File: config.mk
export PLATFORM = sky130hd
export DESIGN_NAME = cdt_search
export DESIGN_NICKNAME = d
export VERILOG_FILES = /design/src/cdt_pkg.sv /design/src/cdt_search.sv
export SDC_FILE = /design/constraint.sdc
export NUM_CORES = 1
export LEC_CHECK = 0
export ABC_AREA = 1
export BUFFER_PORTS_ARGS = -buffer_cell sky130_fd_sc_hd__buf_2
export CAP_MARGIN = 15
export CORE_ASPECT_RATIO = 2
export CORE_MARGIN = 3
export CORE_UTILIZATION = 60
export DETAILED_ROUTE_END_ITERATION = 10
export PLACE_DENSITY_LB_ADDON = 0.05
export SLEW_MARGIN = 20
export SYNTH_ARGS = -nofsm -noshare
export SYNTH_HDL_FRONTEND = slang
export SYNTH_SLANG_ARGS = --single-unit
File: constraint.sdc
create_clock -name clk_i -period 8.8 [get_ports clk_i]
set_input_delay 0.44 -clock clk_i [delete_from_list [all_inputs] [get_ports clk_i]]
set_output_delay 0.44 -clock clk_i [all_outputs]
set_load 0.02 [all_outputs]
File: src/cdt_pkg.sv
`timescale 1ns / 1ps

package cdt_pkg;

  // Field widths
  localparam int unsigned CfgW  = 11;
  localparam int unsigned IdxW  = 10;
  localparam int unsigned DataW = 64;
  localparam int unsigned SmpW  = 10;

  // Defaults
  localparam int unsigned        TableDepthDef = 1024;
  localparam logic [CfgW-1:0]    TableSizeRst  = 11'd1024;

  // Input mode codes
  localparam logic ModeWrite = 1'b0;
  localparam logic ModeDraw  = 1'b1;

  // Result word from the search unit
  typedef struct packed {
    logic                   valid;
    logic signed [SmpW-1:0] value;
  } cdt_res_t;

endpackage

File: src/cdt_search.sv
`timescale 1ns / 1ps

module cdt_search import cdt_pkg::*; #(
  parameter int unsigned Depth = TableDepthDef,
  parameter int unsigned AddrW = $clog2(Depth),
  parameter int unsigned SzW   = CfgW
) (
  input  logic             clk_i,
  input  logic             rst_ni,
  input  logic             start_i,
  input  logic [DataW-1:0] word_i,
  input  logic [SzW-1:0]   size_i,
  input  logic             take_i,
  output cdt_res_t         res_o,
  output logic             busy_o,
  output logic             rd_en_o,
  output logic [AddrW-1:0] rd_addr_o,
  input  logic [DataW-1:0] rd_data_i
);

  localparam logic [1:0] StIdle = 2'd0;
  localparam logic [1:0] StSrch = 2'd1;
  localparam logic [1:0] StDone = 2'd2;

  logic [1:0]             state_q, state_d;
  logic [SzW-1:0]         base_q, base_d;
  logic [SzW-1:0]         span_q, span_d;
  logic [SzW-1:0]         size_q;
  logic [DataW-1:0]       word_q;
  logic signed [SmpW-1:0] res_q, res_d;

  logic [SzW-1:0] half_cur, probe_cur, base_n, span_n, probe_n;
  logic           ge;

  // Step arithmetic: one compare, then the next probe
  always_comb begin
    half_cur  = span_q >> 1;
    probe_cur = base_q + half_cur;
    ge        = (word_q >= rd_data_i);
    base_n    = ge ? probe_cur : base_q;
    span_n    = ge ? (span_q - half_cur) : half_cur;
    probe_n   = base_n + (span_n >> 1);
  end

  // Sequencer
  always_comb begin
    state_d   = state_q;
    base_d    = base_q;
    span_d    = span_q;
    res_d     = res_q;
    rd_en_o   = 1'b0;
    rd_addr_o = probe_n[AddrW-1:0];
    unique case (state_q)
      StIdle: begin
        if (start_i) begin
          base_d    = '0;
          span_d    = size_i;
          rd_en_o   = 1'b1;
          rd_addr_o = size_i[AddrW:1];
          state_d   = StSrch;
        end
      end
      StSrch: begin
        base_d = base_n;
        span_d = span_n;
        if (span_n > SzW'(1)) begin
          rd_en_o   = 1'b1;
          rd_addr_o = probe_n[AddrW-1:0];
        end else begin
          res_d   = SmpW'(base_n - (size_q >> 1));
          state_d = StDone;
        end
      end
      StDone: begin
        if (take_i) begin
          state_d = StIdle;
        end
      end
      default: state_d = StIdle;
    endcase
  end

  always_ff @(posedge clk_i or negedge rst_ni) begin
    if (!rst_ni) begin
      state_q <= StIdle;
    end else begin
      state_q <= state_d;
    end
  end

  // Search registers
  always_ff @(posedge clk_i) begin
    base_q <= base_d;
    span_q <= span_d;
    res_q  <= res_d;
    if (start_i && state_q == StIdle) begin
      word_q <= word_i;
      size_q <= size_i;
    end
  end

  assign busy_o      = (state_q != StIdle);
  assign res_o.valid = (state_q == StDone);
  assign res_o.value = res_q;

endmodule

* Yosys cells after proc, flatten, opt, wreduce, memory -nomap -nowiden
Cells that the tools add are included.
** Word-level totals
- Logic and storage cells :: 40
- Output and inout port bits :: 23
- Input bits :: 143
- Flip-flop bits (word level) :: 109
** Cells by class
- Bitwise operators :: 1
- Equal/unequal tests :: 5
- Order comparisons :: 2
- Add/subtract/negate cells :: 4
- Reductions and logical operators :: 7
- Multiplexer cells :: 15
** Operators with widths (count)
- $ge 64x64->1 :: 1
- $mux 11 :: 4
- $pmux 11 s2 :: 2
- $mux 10 :: 2
- $add 11x10->11 :: 1
- $gt 11x1->1 const B :: 1
- $sub 11x10->11 :: 1
- $add 10x10->10 :: 1
- $sub 10x10->10 :: 1
- $mux 2 :: 3
- $ne 2x2->1 const B :: 3
- $pmux 2 s3 :: 1
- $reduce_and 2->1 :: 2
- $reduce_bool 2->1 :: 2
- $reduce_and 3->1 :: 1
- $eq 2x1->1 const B :: 1
- $eq 2x2->1 const B :: 1
- $logic_not 2->1 :: 1
- $mux 1 :: 2
- $pmux 1 s2 :: 1
- $logic_and 1x1->1 :: 1
- $not 1->1 :: 1

* Longest topological paths before layout
- Depth after elaboration :: 5
- Depth in mapped cells :: 35
- Depth with buffers taken out :: 33

* Worst setup path before layout
No wires, ideal clock.
- Path kind :: reg-to-output
- Start point :: register state_q[1]
- End point :: output rd_addr_o[1]
- Required time :: 8360 ps
- Setup slack :: 4664 ps
- Arrival :: 3696 ps
- Path buffers :: 1
- Stages on the path, launching flop included :: 6
- Path through :: dfrtp_1 > nor2_1 > nand2_1 > inv_1 > clkbuf_1 > o21ai_0
** Between the ends
- Longest elaborated chain between the ends :: 2
** Ends and longest elaborated chain
- start: declaration :: line cdt_search.sv:25 : logic [1:0] state_q, state_d;
- start signal: assignment :: line cdt_search.sv:85 : state_q <= StIdle;
- start signal: assignment :: line cdt_search.sv:87 : state_q <= state_d;
- $logic_not 2->1 :: line cdt_search.sv:53 : unique case (state_q)
- $mux 10
- end: declaration :: line cdt_search.sv:17 : output logic [AddrW-1:0] rd_addr_o,
No other way between the ends.

* Worst setup path after layout
- Start point :: register word_q[15]
- End point :: output rd_addr_o[8]
** Between the ends
- Longest elaborated chain between the ends :: 5
- Elaborated cells on any way between the ends :: 6
- Those cells by class :: add/sub (1); order compare (1); mux (4)
** Ends and longest elaborated chain
- start: declaration :: line cdt_search.sv:29 : logic [DataW-1:0] word_q;
- start signal: assignment :: line cdt_search.sv:97 : word_q <= word_i;
- $ge 64x64->1 (*) :: line cdt_search.sv:39 : ge = (word_q >= rd_data_i);
- $mux 11 (*) :: line cdt_search.sv:40 : base_n = ge ? probe_cur : base_q;
- named net base_n[0] :: line cdt_search.sv:32 : logic [SzW-1:0] half_cur, probe_cur, base_n, span_n, probe_n;
- $add 10x10->10 (*) :: line cdt_search.sv:42 : probe_n = base_n + (span_n >> 1);
- $mux 10 :: line cdt_search.sv:55 : if (start_i) begin
- $mux 10 (*)
The timed path passes the listed nets; every way through them passes the cells marked *.

==> metrics.log <==
[metrics] run status: complete, no violations
[metrics] dpl ws: 4.16 ns
[metrics] Synth Area per Inst: 9.08 µm²
[metrics] Max Slew Vio Count: 0
[metrics] Starting Density: 0.618
[metrics] RSZ-0062 raised after global routing: no
[metrics] height of the die: 162 µm
[metrics] WL final: 18600 µm
[metrics] hold path cells: 1
[metrics] Chip Width: 83.8 µm
[metrics] number of enable flip-flop cells after synthesis: 105
[metrics] mapped cell area: 7270 µm²
[metrics] share of final-layout standard cells stronger than drive strength 1: 0.222
[metrics] switching power of the nets: 1.57 mW
[metrics] maximum VDD drop: 0.910 mV
[metrics] proportion of synthesized flip-flops having asynchronous set or reset: 0.0187
[metrics] Reg power frac: 0.233
[metrics] ranking of synthesized cells by area: edfxtp_1, ha_1, inv_1, nand2_1, a21oi_1
[metrics] TNS Setup: 0 ns
[metrics] total power divided by cell area: 378 nW/µm²
[metrics] slowest cell on the critical path: fa_1
[metrics] buffer cell driving the clock tree root: clkbuf_16
[metrics] proportion of netlist area held by the largest area contributor: 0.434
[metrics] commonest cells in the synthesized netlist: inv_1, nand2_1, edfxtp_1
[metrics] Pre-antenna DRT Iters: 5
[metrics] overall global routing resource usage: 0.275
[metrics] Setup crit start kind: register
[metrics] Setup crit end kind: output pin
[metrics] number of cells on the worst reg-to-reg path: 24
[metrics] endpoints failing hold: 0
[metrics] Syn Inst Count: 801
[metrics] fraction of the yosys area taken by sequential cells: 0.441
[metrics] worst setup path category: register to output pin
[metrics] yosys warns: 0
[metrics] via density per instance: 5.32
[metrics] Setup WS post-layout: 3.94 ns
[metrics] via count of the first global-routing pass: 6272
[metrics] longest individual stage delay on the worst path: 0.40 ns
[metrics] Top Family by Delay on Critical Path: simple AND/OR/NAND/NOR gates
[metrics] CTS tree: yes
[metrics] final worst-path cycle share: 0.552
[metrics] Slew headroom: 0.269
[metrics] number of instances resized during post-cts repair: 0
[metrics] total global routing overflow: 0
[metrics] Floorplan Core Area: 11800 µm²
[metrics] class of the most critical hold timing path: input port to register
[metrics] share of power burned in combinational logic: 0.642
[metrics] Tmin final: 4.86 ns
[metrics] #FFs+latches synth: 107
[metrics] Num CTS Buffers: 9
[metrics] reg-to-reg endpoint: res_q[8]
[metrics] worst skew pair latency: 0.35 ns
[metrics] detailed-placement wirelength estimate: 15300 µm
[metrics] number of nets with antenna violations after routing: 0
[metrics] maximum net fanout on the critical path: 32
[metrics] slack of the worst reg-to-reg path: 4.67 ns
[metrics] source of the worst register-to-register timing path: word_q[15]
[metrics] fraction of power spent switching nets: 0.485
[metrics] final clock skew: 0.0104 ns
[metrics] Post-route DRC: 0
[metrics] count of boundary I/O pins: 166
[metrics] clk sinks: 107
[metrics] post-synth cell types: 35
[metrics] endpoint required time on the critical path: 8.36 ns
[metrics] synthesis-to-layout area growth: 17.5%
[metrics] pin count of the biggest net entering global routing: 88
[metrics] synthesized net count: 1049
[metrics] clock network fraction of design power: 0.124
[metrics] first-pass GRT wire length: 28700 µm
[metrics] Worst Hold Endpoint: word_q[50]
[metrics] slew at the pin closest to its max-slew limit: 1.10 ns
[metrics] count of buffer and inverter cells on the critical path: 5
[metrics] top-count cell post-synth: inv_1
[metrics] Arr. time, crit path: 4.42 ns
[metrics] maximum buffer depth of the clock tree: 2
[metrics] Die Outline Area: 13600 µm²
[metrics] via count of the routed design: 5973
[metrics] First DRT Iteration DRCs: 254
[metrics] floorplan row count: 56
[metrics] number of antenna violations at the first check in global routing: 1
[metrics] clock input transition at the sequential cells of the worst setup and hold paths: 0.08 ns
[metrics] main flop type after synthesis: edfxtp_1
[metrics] highest clock rate: 0.206 GHz
[metrics] final-layout fill cell count: 931
[metrics] Hold Crit Start: word_i[50]
[metrics] Static Leakage: 4.32 nW
[metrics] Internal Dissipation: 1.67 mW
[metrics] CTS H-tree depth: 3
[metrics] maximum capacitance violations: 0
[metrics] routed wire length per instance: 16.5 µm
[metrics] Yosys top cell by area: edfxtp_1
[metrics] Final nets: 1220
[metrics] most common cell type on the critical path: nand2_1
[metrics] routability congestion estimate: 0.954
[metrics] Setup violations, final: 0
[metrics] count of buffers from port buffering: 165
## repair_timing
item	4_1_cts	5_1_grt
hold buffers	1	0
buffers inserted	0	0
hold endpoints to repair	2	0
## flip-flops by register name, indices dropped and copies added, names as in the netlist
| register | count |
|---|---|
| state_q | 2 |
| span_q | 11 |
| size_q | 10 |
| base_q | 10 |
| res_q | 10 |
| word_q | 64 |
## placed cells by master (no fill, tap or decap), types with 2 or more instances in the layout
| master | synthesis | routed |
|---|---|---|
| inv_1 | 160 | 159 |
| nor3_2 | 2 | 2 |
| nor2_1 | 48 | 48 |
| or2_2 | 6 | 6 |
| ha_1 | 101 | 101 |
| xor2_1 | 21 | 21 |
| o21ai_1 | 3 | 3 |
| clkinv_4 | 0 | 4 |
| a21o_1 | 2 | 2 |
| nor2_2 | 3 | 3 |
| clkbuf_16 | 0 | 9 |
| o21a_1 | 3 | 3 |
| o21ai_2 | 5 | 5 |
| nand3_1 | 32 | 32 |
| buf_2 | 0 | 165 |
| nand2_1 | 157 | 157 |
| clkbuf_8 | 0 | 2 |
| nand2_2 | 10 | 10 |
| nand4_1 | 9 | 9 |
| fa_1 | 4 | 4 |
| dfrtp_1 | 2 | 2 |
| buf_4 | 0 | 2 |
| a21oi_1 | 58 | 58 |
| inv_2 | 4 | 5 |
| nor3_1 | 5 | 5 |
| xnor2_1 | 7 | 7 |
| o31ai_1 | 2 | 2 |
| o21ai_0 | 36 | 36 |
| edfxtp_1 | 105 | 105 |
## kinds of logic (layout without fill, tap and decap cells)
family                     Yosys count  count (layout)  synth area share
other                                0               1                 0
adders and majority gates          105             105             0.185
buffers and inverters              172             348            0.0931
DFF                                107             107             0.441
and+or+nand+nor                    277             277             0.165
xor gates and xnor gates            28              28            0.0337
AOI/OAI and AO/OA                  112             112            0.0829
## power groups by stage
stage	Combinational, mW	Clock [mW]	Sequential, mW
2_1_floorplan	1.50	0	0.748
6_report	2.08	0.402	0.755
4_1_cts	2.07	0.409	0.754
3_3_place_gp	2.01	0	0.763
3_5_place_dp	2.05	0	0.766
5_1_grt	2.30	0.430	0.762
## cell type report
type | count | area (µm²) | share of cell area
Antenna cell | 1 | 2.50 | 0.000293
Clock buffer | 11 | 253 | 0.0296
Clock inverter | 5 | 46.3 | 0.00542
Inverter | 164 | 616 | 0.0721
Multi-Input combinational cell | 522 | 3390 | 0.397
Sequential cell | 107 | 3200 | 0.375
Tap cell | 145 | 181 | 0.0212
Timing Repair Buffer | 168 | 851 | 0.0996
## how the worst max path moves through the flow
stage,start,endpoint,cells past startpoint
final,word_q[15],rd_addr_o[8],29
after global routing,word_q[51],rd_addr_o[8],28
after global placement,rd_data_i[55],rd_addr_o[8],28
after detailed placement,rd_data_i[15],rd_addr_o[8],31
after floorplan,state_q[1],rd_addr_o[1],5
after CTS,word_q[15],rd_addr_o[8],29
## through the flow
step / hold WS [ns] / util / instances / power [mW] / area [µm²]
floorplan: 0.144 / - / 801 / 2.25 / 7270
global placement: 0.225 / 0.699 / 1105 / 2.78 / 8230
detailed placement: 0.231 / 0.699 / 1105 / 2.82 / 8230
CTS: 0.248 / 0.726 / 1122 / 3.23 / 8540
global route: 0.242 / 0.726 / 1123 / 3.50 / 8540
finish: 0.261 / 0.726 / 1123 / 3.23 / 8540
## metal layers
| layer | vias up | part of all wire | track usage |
|---|---|---|---|
| li1 | 2986 | - | - |
| met5 | - | 0 | 0 |
| met1 | 2711 | 0.32 | 0.245 |
| met4 | 0 | 0.072 | 0.195 |
| met3 | 71 | 0.049 | 0.0437 |
| met2 | 205 | 0.56 | 0.538 |
Note: power is estimated with default switching activity, not from simulation.
